[src/rtl/tct_pkg.sv]
// Package for the TCP connection tracker: codes, phase encodings, entry type.
// No dependencies.
package tct_pkg;

    localparam int DEFAULT_MAX_CONNECTIONS = 64;

    localparam logic [1:0] CMD_ADD   = 2'd0;
    localparam logic [1:0] CMD_TRACK = 2'd1;
    localparam logic [1:0] CMD_CLEAR = 2'd2;

    localparam logic [1:0] SIDE_IN  = 2'd1;
    localparam logic [1:0] SIDE_OUT = 2'd2;
    localparam logic [1:0] SIDE_ANY = 2'd3;

    localparam logic [3:0] PH_PRESYN = 4'd0;
    localparam logic [3:0] PH_SYN    = 4'd1;
    localparam logic [3:0] PH_SYNACK = 4'd2;
    localparam logic [3:0] PH_EST    = 4'd3;
    localparam logic [3:0] PH_FIN1   = 4'd4;
    localparam logic [3:0] PH_A_ACK  = 4'd5;
    localparam logic [3:0] PH_A_FIN2 = 4'd6;
    localparam logic [3:0] PH_B_FIN2 = 4'd7;
    localparam logic [3:0] PH_B_ACK  = 4'd8;

    localparam logic [2:0] VERD_VALID    = 3'd0;
    localparam logic [2:0] VERD_INVALID  = 3'd1;
    localparam logic [2:0] VERD_ENDED    = 3'd2;
    localparam logic [2:0] VERD_NOTFOUND = 3'd3;
    localparam logic [2:0] VERD_FULL     = 3'd4;

    typedef struct packed {
        logic [31:0] int_ip;
        logic [15:0] int_port;
        logic [31:0] ext_ip;
        logic [15:0] ext_port;
        logic [3:0]  phase;
        logic [1:0]  side;
    } entry_t;

    typedef enum logic [2:0] {
        ST_IDLE,
        ST_SCAN,
        ST_CHECK,
        ST_SHIFT,
        ST_OUT
    } state_t;

    typedef struct packed {
        logic [2:0] verdict;
        logic [3:0] phase;
        logic [1:0] side;
    } check_t;

    function automatic logic [1:0] other_side(input logic [1:0] d);
        return (d == SIDE_IN) ? SIDE_OUT : SIDE_IN;
    endfunction

    function automatic logic [1:0] public_of(input logic [3:0] ph);
        case (ph)
            PH_PRESYN:         return 2'd0;
            PH_SYN, PH_SYNACK: return 2'd1;
            PH_EST:            return 2'd2;
            default:           return 2'd3;
        endcase
    endfunction

endpackage

[src/rtl/tct_check.sv]
// TCP phase check: next phase, expected side and verdict for one entry.
// Depends on tct_pkg.
module tct_check import tct_pkg::*; (
    input  logic [3:0] phase,
    input  logic [1:0] side,
    input  logic [1:0] dir,
    input  logic       syn,
    input  logic       ack,
    input  logic       fin,
    input  logic       rst,
    output check_t     res
);
    always_comb begin
        res.verdict = VERD_INVALID;
        res.phase   = phase;
        res.side    = side;
        if (rst) begin
            res.verdict = VERD_ENDED;
        end else if ((dir & side) != 2'd0) begin
            case (phase)
                PH_PRESYN: if (syn && !ack) begin
                    res = '{VERD_VALID, PH_SYN, other_side(dir)};
                end
                PH_SYN: if (syn && ack) begin
                    res = '{VERD_VALID, PH_SYNACK, other_side(dir)};
                end
                PH_SYNACK: if (ack) begin
                    res = '{VERD_VALID, PH_EST, SIDE_ANY};
                end
                PH_EST: begin
                    res.verdict = VERD_VALID;
                    if (fin) begin
                        res.phase = PH_FIN1;
                        res.side  = other_side(dir);
                    end
                end
                PH_FIN1: begin
                    if (fin && ack) res = '{VERD_VALID, PH_A_FIN2, other_side(dir)};
                    else if (ack)   res = '{VERD_VALID, PH_A_ACK, dir};
                    else if (fin)   res = '{VERD_VALID, PH_B_FIN2, SIDE_ANY};
                end
                PH_A_ACK: if (fin) begin
                    res = '{VERD_VALID, PH_A_FIN2, other_side(dir)};
                end
                PH_A_FIN2, PH_B_ACK: if (ack) begin
                    res.verdict = VERD_ENDED;
                end
                PH_B_FIN2: if (ack) begin
                    res = '{VERD_VALID, PH_B_ACK, other_side(dir)};
                end
                default: res.verdict = VERD_INVALID;
            endcase
        end
    end
endmodule

[config.mk]
export PLATFORM = sky130hd
export DESIGN_NAME = tct_check
export DESIGN_NICKNAME = d
export VERILOG_FILES = /design/src/rtl/tct_pkg.sv /design/src/rtl/tct_check.sv
export SDC_FILE = /design/constraint.sdc
export NUM_CORES = 1
export LEC_CHECK = 0
export BUFFER_PORTS_ARGS = -buffer_cell sky130_fd_sc_hd__buf_2
export CAP_MARGIN = 15
export CORE_ASPECT_RATIO = 1.2
export CORE_MARGIN = 8
export CORE_UTILIZATION = 35
export DETAILED_ROUTE_END_ITERATION = 6
export PLACE_DENSITY_LB_ADDON = 0.2
export RECOVER_POWER = 50
export REMOVE_ABC_BUFFERS = 1
export SLEW_MARGIN = 40
export SYNTH_ARGS = -nofsm -noshare
export SYNTH_HDL_FRONTEND = slang
export SYNTH_SLANG_ARGS = --single-unit
[constraint.sdc]
create_clock -name vclk -period 2.5
set_clock_uncertainty 0.2 [all_clocks]
set_input_delay 0 -clock vclk [all_inputs]
set_output_delay 0 -clock vclk [all_outputs]
set_load 0.05 [all_outputs]
==> results of run 1 <==
==> cells by family (layout without fill, tap and decap cells) <==
family	after synthesis	in the layout	synth area share (%)
AOI/OAI and AO/OA	47	47	46.1
xor gates and xnor gates	2	2	2.48
buffers and inverters	16	23	12.2
muxes	1	1	1.42
other	1	1	0.531
and+or+nand+nor	49	49	37.2
==> synth_stat cells, types with 2 or more instances <==
library cell                 n
sky130_fd_sc_hd__o21ai_1     3
sky130_fd_sc_hd__nor3b_1     2
sky130_fd_sc_hd__a31oi_1     2
sky130_fd_sc_hd__clkbuf_1    4
sky130_fd_sc_hd__a21oi_1     9
sky130_fd_sc_hd__o41ai_1     2
sky130_fd_sc_hd__inv_1       2
sky130_fd_sc_hd__nor3_1      4
sky130_fd_sc_hd__nand4_1     2
sky130_fd_sc_hd__a21o_1      3
sky130_fd_sc_hd__o21ai_0    10
sky130_fd_sc_hd__nand3b_1    2
sky130_fd_sc_hd__nor4_1      2
sky130_fd_sc_hd__nor2b_1     3
sky130_fd_sc_hd__buf_2       6
sky130_fd_sc_hd__nand2b_1    6
sky130_fd_sc_hd__buf_4       3
sky130_fd_sc_hd__nor4b_1     2
sky130_fd_sc_hd__o31ai_1     2
sky130_fd_sc_hd__nor2_1     12
sky130_fd_sc_hd__nand2_1     8
sky130_fd_sc_hd__nand3_1     2
sky130_fd_sc_hd__a2111oi_0   2
sky130_fd_sc_hd__o211ai_1    2
==> final cells by class <==
class	count	area, um2	share of cell area, %
multi-input combinational	100	616	81.5
timing repair buffer	21	108	14.2
tap	20	25.0	3.31
inverter	2	7.51	0.993
==> per-layer routing <==
layer  wire [um]  track usage [%]
met4          17             1.47
met3         168             1.73
met2         936             16.8
met1        1050             16.1
met5           0                0
==> report_power, final <==
part	internal [mW]	switching (mW)
clock network	0	0
logic	0.0473	0.111
registers	0	0
==> final timing paths <==
check / slack [ns] / cells past startpoint / to / from
max: 0.48 / 6 / res[1] / phase[2]
min: 0.18 / 3 / res[6] / rst
==> critical path, delay by kind of cell <==
| family | cells | cell delay, ns |
|---|---|---|
| AO/OA/AOI/OAI | 3 | 1.07 |
| buffers and inverters | 2 | 0.62 |
| AND/OR/NAND/NOR | 1 | 0.12 |
==> metrics by stage <==
step | power (mW) | worst slack (ns) | instance area, um2 | util [%] | instances
floorplan | 0.0974 | 0.472 | 627 | - | 102
global placement | 0.158 | 0.646 | 759 | 38.3 | 143
detailed placement | 0.158 | 0.612 | 759 | 38.3 | 143
CTS | 0.158 | 0.589 | 759 | 38.3 | 143
global route | 0.173 | 0.264 | 756 | 38.1 | 143
finish | 0.158 | 0.482 | 756 | 38.1 | 143
==> impl_metrics.json, run 1 <==
{
  "outcome": "complete, no violations",
  "grt.total_usage_pct": 11.0,
  "final_net_count": 137,
  "insertedDiodeCount": 0,
  "route.detailed.vias_per_inst": 6.34,
  "seq_cell_count": 0,
  "cpMostUsedCell": "sky130_fd_sc_hd__buf_2",
  "final-max-slew-violation-count": 0,
  "max-slew-margin-rel_pct": 34.3,
  "routed_wl_um": 2170,
  "min-delay-path-class": "in2out",
  "placeable_area_um2": 1980,
  "layout_commonest_cell": "sky130_fd_sc_hd__buf_2",
  "report.final.setup_viol": 0,
  "timing.final.hold_violations": 0,
  "ratio_of_final_minimum_period_to_clock_period_pct": 80.7,
  "fillerInstances": 218,
  "dieArea_um2": 3720,
  "clock.fmax_mhz": 495,
  "floorplan.initialDensity_pct": 35.6,
  "post_synth_inst_count": 116,
  "ys_warn_count": 0,
  "critPathLaunchType": "input port",
  "io_pins": 21,
  "powerDensity_nw_per_um2": 210,
  "netlist.top_cell.by_area": "sky130_fd_sc_hd__o21ai_0",
  "grt_start_max_net_pins": 26,
  "vias_in_the_first_global_route": 810,
  "detailed_place_hpwl_um": 1540,
  "row_count": 18,
  "initialDrtViolationCount": 36,
  "drt_drc_violations_left": 0,
  "layout-drive-gt1-share_pct": 22.0,
  "dieWidth_um": 57.0,
  "die_y_um": 65.2,
  "final_period_minus_worst_setup_slack_ns": 2.02,
  "timing.critical_path.cells": "buf_2 > nand2_1 > o21ai_0 > o31ai_1 > o21ai_1 > buf_2",
  "antenna_violations_before_repair": 0,
  "layout_common_cells": "19 x sky130_fd_sc_hd__buf_2, 12 x sky130_fd_sc_hd__nor2_1, 11 x sky130_fd_sc_hd__o21ai_0, 9 x sky130_fd_sc_hd__a21oi_1, 8 x sky130_fd_sc_hd__nand2_1",
  "maxCapViolCount": 0,
  "grt_first_pass_wirelength_um": 3670,
  "worst_setup_end_kind": "primary output",
  "drt_pass1_iterations": 4,
  "power.leakage_nw": 0.280,
  "fin_setup_tns_ns": 0,
  "post_drt_wl_per_cell_um": 15.2,
  "route.vias.total": 906,
  "nClkBuffers": 0,
  "final-seq-area_um2": 0,
  "grt.overflow.total": 0,
  "syn-cell-area_um2": 706,
  "netlist_top_cells_area": "sky130_fd_sc_hd__o21ai_0 7.1%, sky130_fd_sc_hd__a21oi_1 6.4%, sky130_fd_sc_hd__nor2_1 6.4%",
  "ys_seq_area_share_pct": 0,
  "yosys.area.top_type_share_pct": 7.09,
  "area_growth_syn_to_layout_pct": 7.09,
  "rsz0062_at_grt": "no",
  "slowest_stage": "sky130_fd_sc_hd__o21ai_0",
  "vdd_drop_max_v": 0.000126,
  "hold_slack_ns": 0.183,
  "cpPeakStageDelay_ns": 0.78,
  "finalWeightedCongestion": 0.815,
  "post_synth.cell_area_avg_um2": 6.08,
  "cts.repair.resized": 0,
  "worst-path-max-fanout": 25,
  "count_of_input_and_output_buffers": 20,
  "synth.distinct_cells": 45,
  "crit_required_ns": 2.30,
  "critical_path_arrival_ns": 1.82,
  "detail-route-antenna-nets": 0,
  "cts-hold-fix-buffers": 0,
  "path_class": "in2out",
  "post_cts_buffers": 0,
  "worst_pin_slew_ns": 0.975
}
Note: power is estimated with default switching activity, not from simulation.
==> run 2, diff against run 1 <==
==> constraint.sdc (replaced) <==
create_clock -name vclk -period 1.7
set_clock_uncertainty 0.2 [all_clocks]
set_input_delay 0 -clock vclk [all_inputs]
set_output_delay 0 -clock vclk [all_outputs]
set_load 0.05 [all_outputs]
==> impl_metrics.json, run 2 (synthesis gave the netlist of run 1 again) <==
{
  "route.detailed.vias_per_inst": 6.09,
  "vdd_drop_max_v": 0.000156,
  "ratio_of_final_minimum_period_to_clock_period_pct": 96.6,
  "insertedDiodeCount": 0,
  "detailed_place_hpwl_um": 1820,
  "antenna_violations_before_repair": 0,
  "drt_pass1_iterations": 4,
  "p_clk_share_pct": 0,
  "worst_pin_slew_ns": 0.589,
  "detail-route-antenna-nets": 0,
  "worst-path-max-fanout": 11,
  "final-max-slew-violation-count": 0,
  "post_drt_wl_per_cell_um": 15.0,
  "report.final.setup_viol": 0,
  "io_pins": 21,
  "layout_common_cells": "18 x sky130_fd_sc_hd__buf_4, 14 x sky130_fd_sc_hd__buf_2, 12 x sky130_fd_sc_hd__nor2_1, 10 x sky130_fd_sc_hd__o21ai_0, 9 x sky130_fd_sc_hd__a21oi_1",
  "stdcell_count": 159,
  "min-delay-path-class": "in2out",
  "placeable_area_um2": 1980,
  "final_net_count": 153,
  "grt_start_max_net_pins": 18,
  "switching_share_pct": 63.4,
  "dieArea_um2": 3720,
  "grt.total_usage_pct": 12.1,
  "finalWeightedCongestion": 0.848,
  "maxCapViolCount": 0,
  "route.vias.total": 968,
  "grt_first_pass_wirelength_um": 4050,
  "power.leakage_nw": 0.364,
  "nClkBuffers": 0,
  "outcome": "complete, no violations",
  "seq_cell_count": 0,
  "path_class": "in2out",
  "final_period_minus_worst_setup_slack_ns": 1.64,
  "critical_path_arrival_ns": 1.44,
  "worst_hold_path.num_cells": 3,
  "finalPower_mw": 0.273,
  "worst_setup_end_kind": "primary output",
  "grt.overflow.total": 0,
  "power_frac_seq_pct": 0,
  "count_of_input_and_output_buffers": 20,
  "crit_required_ns": 1.50,
  "area_growth_syn_to_layout_pct": 28.9,
  "critPathLaunchType": "input port",
  "max-slew-margin-rel_pct": 60.9,
  "floorplan.initialDensity_pct": 35.6,
  "timing.final.hold_violations": 0,
  "layout-drive-gt1-share_pct": 32.4,
  "final-seq-area_um2": 0,
  "power_frac_comb_pct": 100.0,
  "drt_drc_violations_left": 0,
  "routed_wl_um": 2390,
  "dieWidth_um": 57.0,
  "die_y_um": 65.2,
  "total_switching_power_mw": 0.173,
  "layout_commonest_cell": "sky130_fd_sc_hd__buf_4",
  "initialDrtViolationCount": 25,
  "powerDensity_nw_per_um2": 300,
  "internal_power_mw": 0.100,
  "clock.fmax_mhz": 609,
  "vias_in_the_first_global_route": 958,
  "row_count": 18,
  "dp_cells": 159
}
run 2: cell types whose count changed in the layout (fill, tap and decap cells not counted), sizes merged:
cell,before,now
buf,20,33
clkbuf,1,4
run 2: critical path, stage by stage:
cell,delay (ns)
sky130_fd_sc_hd__clkbuf_4,0.18
sky130_fd_sc_hd__nand2b_1,0.18
sky130_fd_sc_hd__or3_4,0.37
sky130_fd_sc_hd__nor3_1,0.14
sky130_fd_sc_hd__a211oi_1,0.08
sky130_fd_sc_hd__a31oi_1,0.20
sky130_fd_sc_hd__buf_2,0.29
run 2: stage by stage:
stage               setup TNS [ns]  area (um2)  utilization (%)  worst slack [ns]  hold WS (ns)
global route               -0.0124         910             45.9          -0.00625         0.205
CTS                              0         895             45.1            0.0135         0.193
floorplan                   -0.414         627                -            -0.328       -0.0262
detailed placement         -0.0177         892             45.0           -0.0177         0.191
finish                           0         910             45.9            0.0574         0.200
global placement           -0.0241         892             45.0           -0.0241         0.191
run 2: metal layers:
metal / vias up / track usage [%] / wire length (um)
met2: 38 / 21.6 / 1150
met5: - / 0 / 0
met3: 0 / 1.73 / 160
met4: 0 / 0.882 / 0
met1: 448 / 15.4 / 1080
li1: 482 / - / -
run 2: cell type report:
class	count	area, um2
multi-input combinational	100	631
fill	224	1070
timing repair buffer	37	246
tap	20	25.0
inverter	2	7.51
run 2: what timing repair did:
item / 4_1_cts / 5_1_grt
endpoints found under the setup margin: 1 / 3
hold buffers: 0 / 0
setup buffers: 0 / 0
cloned: 0 / 0
pin swaps: 0 / 1
endpoints found under the hold margin: 0 / 0
resized for setup: 1 / 5
run 2: worst paths after layout:
path      from  endpoint  slack (ns)
max   phase[1]    res[6]        0.06
min        rst    res[6]        0.20
run 2: power groups by stage:
stage,clock [mW],combinational (mW),sequential [mW]
after floorplan,0,0.143,0
after CTS,0,0.270,0
after detailed placement,0,0.268,0
final,0,0.273,0
after global routing,0,0.295,0
after global placement,0,0.265,0
==> run 3, diff against run 2 <==
==> constraint.sdc (replaced) <==
create_clock -name vclk -period 1.79
set_clock_uncertainty 0.2 [all_clocks]
set_input_delay 0 -clock vclk [all_inputs]
set_output_delay 0 -clock vclk [all_outputs]
set_load 0.05 [all_outputs]
==> impl_metrics.json, run 3 (synthesis gave the netlist of run 1 again) <==
{
  "report.final.setup_viol": 0,
  "drt_pass1_iterations": 4,
  "crit_required_ns": 1.59,
  "final-max-slew-violation-count": 0,
  "placement.setup.worst_slack_ns": 0.0938,
  "final_net_count": 147,
  "worst-path-max-fanout": 15,
  "floorplan.initialDensity_pct": 35.6,
  "finalWeightedCongestion": 0.861,
  "route.detailed.vias_per_inst": 6.08,
  "layout_commonest_cell": "sky130_fd_sc_hd__buf_2",
  "final-seq-area_um2": 0,
  "layout-drive-gt1-share_pct": 27.1,
  "dr_wl_met3_um": 185,
  "detailed_place_hpwl_um": 1660,
  "count_of_input_and_output_buffers": 20,
  "routed_wl_um": 2250,
  "powerDensity_nw_per_um2": 288,
  "top_layer_used": "met3",
  "antenna_violations_before_repair": 0,
  "layout_common_cells": "14 x sky130_fd_sc_hd__buf_2, 12 x sky130_fd_sc_hd__nor2_1, 11 x sky130_fd_sc_hd__buf_4, 10 x sky130_fd_sc_hd__o21ai_0, 9 x sky130_fd_sc_hd__a21oi_1",
  "insertedDiodeCount": 0,
  "route.vias.total": 930,
  "timing.final.hold_violations": 0,
  "final.setup.worst_slack_ns": 0.120,
  "ratio_of_final_minimum_period_to_clock_period_pct": 93.3,
  "dr_wl_met2_um": 1000,
  "grt_start_max_net_pins": 18,
  "critPathLaunchType": "input port",
  "seq_cell_count": 0,
  "final_period_minus_worst_setup_slack_ns": 1.67,
  "layout.core_utilization_pct": 42.5,
  "post_cts_buffers": 0,
  "rsz0062_at_grt": "no",
  "worst_setup_end_kind": "primary output",
  "routedLengthMet1_um": 1060,
  "clock.fmax_mhz": 599,
  "grt_first_pass_wirelength_um": 3850,
  "row_count": 18,
  "io_pins": 21,
  "dieWidth_um": 57.0,
  "critical_path_arrival_ns": 1.47,
  "area_growth_syn_to_layout_pct": 19.3,
  "vias_in_the_first_global_route": 876,
  "path_class": "in2out",
  "dieArea_um2": 3720,
  "detail-route-antenna-nets": 0,
  "min-delay-path-class": "in2out",
  "fillerInstances": 227,
  "worst_pin_slew_ns": 0.594,
  "post_drt_wl_per_cell_um": 14.7,
  "grt.overflow.total": 0,
  "die_y_um": 65.2,
  "placeable_area_um2": 1980,
  "vdd_drop_max_v": 0.000146,
  "initialDrtViolationCount": 46,
  "drt_drc_violations_left": 0,
  "worst_hold_path.num_cells": 3,
  "maxCapViolCount": 0,
  "finalPower_mw": 0.243,
  "outcome": "complete, no violations",
  "power.leakage_nw": 0.326,
  "max-slew-margin-rel_pct": 60.6,
  "grt.total_usage_pct": 11.5,
  "nClkBuffers": 0
}
run 3: changes by cell type in the layout (fill, tap and decap cells not counted):
cell	change
sky130_fd_sc_hd__buf_4	-7
sky130_fd_sc_hd__clkbuf_4	+3
sky130_fd_sc_hd__clkbuf_2	-2
sky130_fd_sc_hd__a311oi_1	+1
sky130_fd_sc_hd__a311oi_2	-1
sky130_fd_sc_hd__buf_12	-1
sky130_fd_sc_hd__clkbuf_1	+1
sky130_fd_sc_hd__or3_1	+1
sky130_fd_sc_hd__or3_4	-1
run 3: path summary, 6_finish.rpt:
path | start | to | slack, ns
worst max-delay path | phase[1] | res[6] | 0.12
worst min-delay path | rst | res[6] | 0.20
run 3: critical path, stage by stage:
cell                       delay [ns]
sky130_fd_sc_hd__clkbuf_4        0.19
sky130_fd_sc_hd__nand2b_1        0.18
sky130_fd_sc_hd__or3_1           0.36
sky130_fd_sc_hd__nor3_1          0.17
sky130_fd_sc_hd__a211oi_1        0.08
sky130_fd_sc_hd__a31oi_1         0.20
sky130_fd_sc_hd__buf_2           0.29
run 3: stage by stage:
step	hold slack [ns]	setup TNS (ns)	cells	area [um2]
6_report	0.198	0	153	842
5_1_grt	0.204	0	153	842
4_1_cts	0.195	0	153	835
3_5_place_dp	0.194	0	153	835
3_3_place_gp	0.193	0	153	835
2_1_floorplan	-0.0262	-0.238	102	627
run 3: repair_timing:
item / 4_1_cts / 5_1_grt
endpoints found under the setup margin: 0 / 2
hold buffers: 0 / 0
gates resized for setup: 0 / 4
run 3: cell type report:
type	count	area, um2	share of cell area [%]
multi-input cells	100	619	73.6
repair buffers	31	190	22.6
well taps	20	25.0	2.97
inverters	2	7.51	0.892
run 3: per-layer routing:
metal  vias to the layer above  GRT usage, %
li1                        473             -
met1                       419          15.2
met2                        38          19.4
met3                         0          2.31
met4                         0         0.588
met5                         -             0
run 3: where the power goes:
group	switching, mW	internal [mW]
Sequential	0	0
Clock	0	0
Combinational	0.160	0.0828
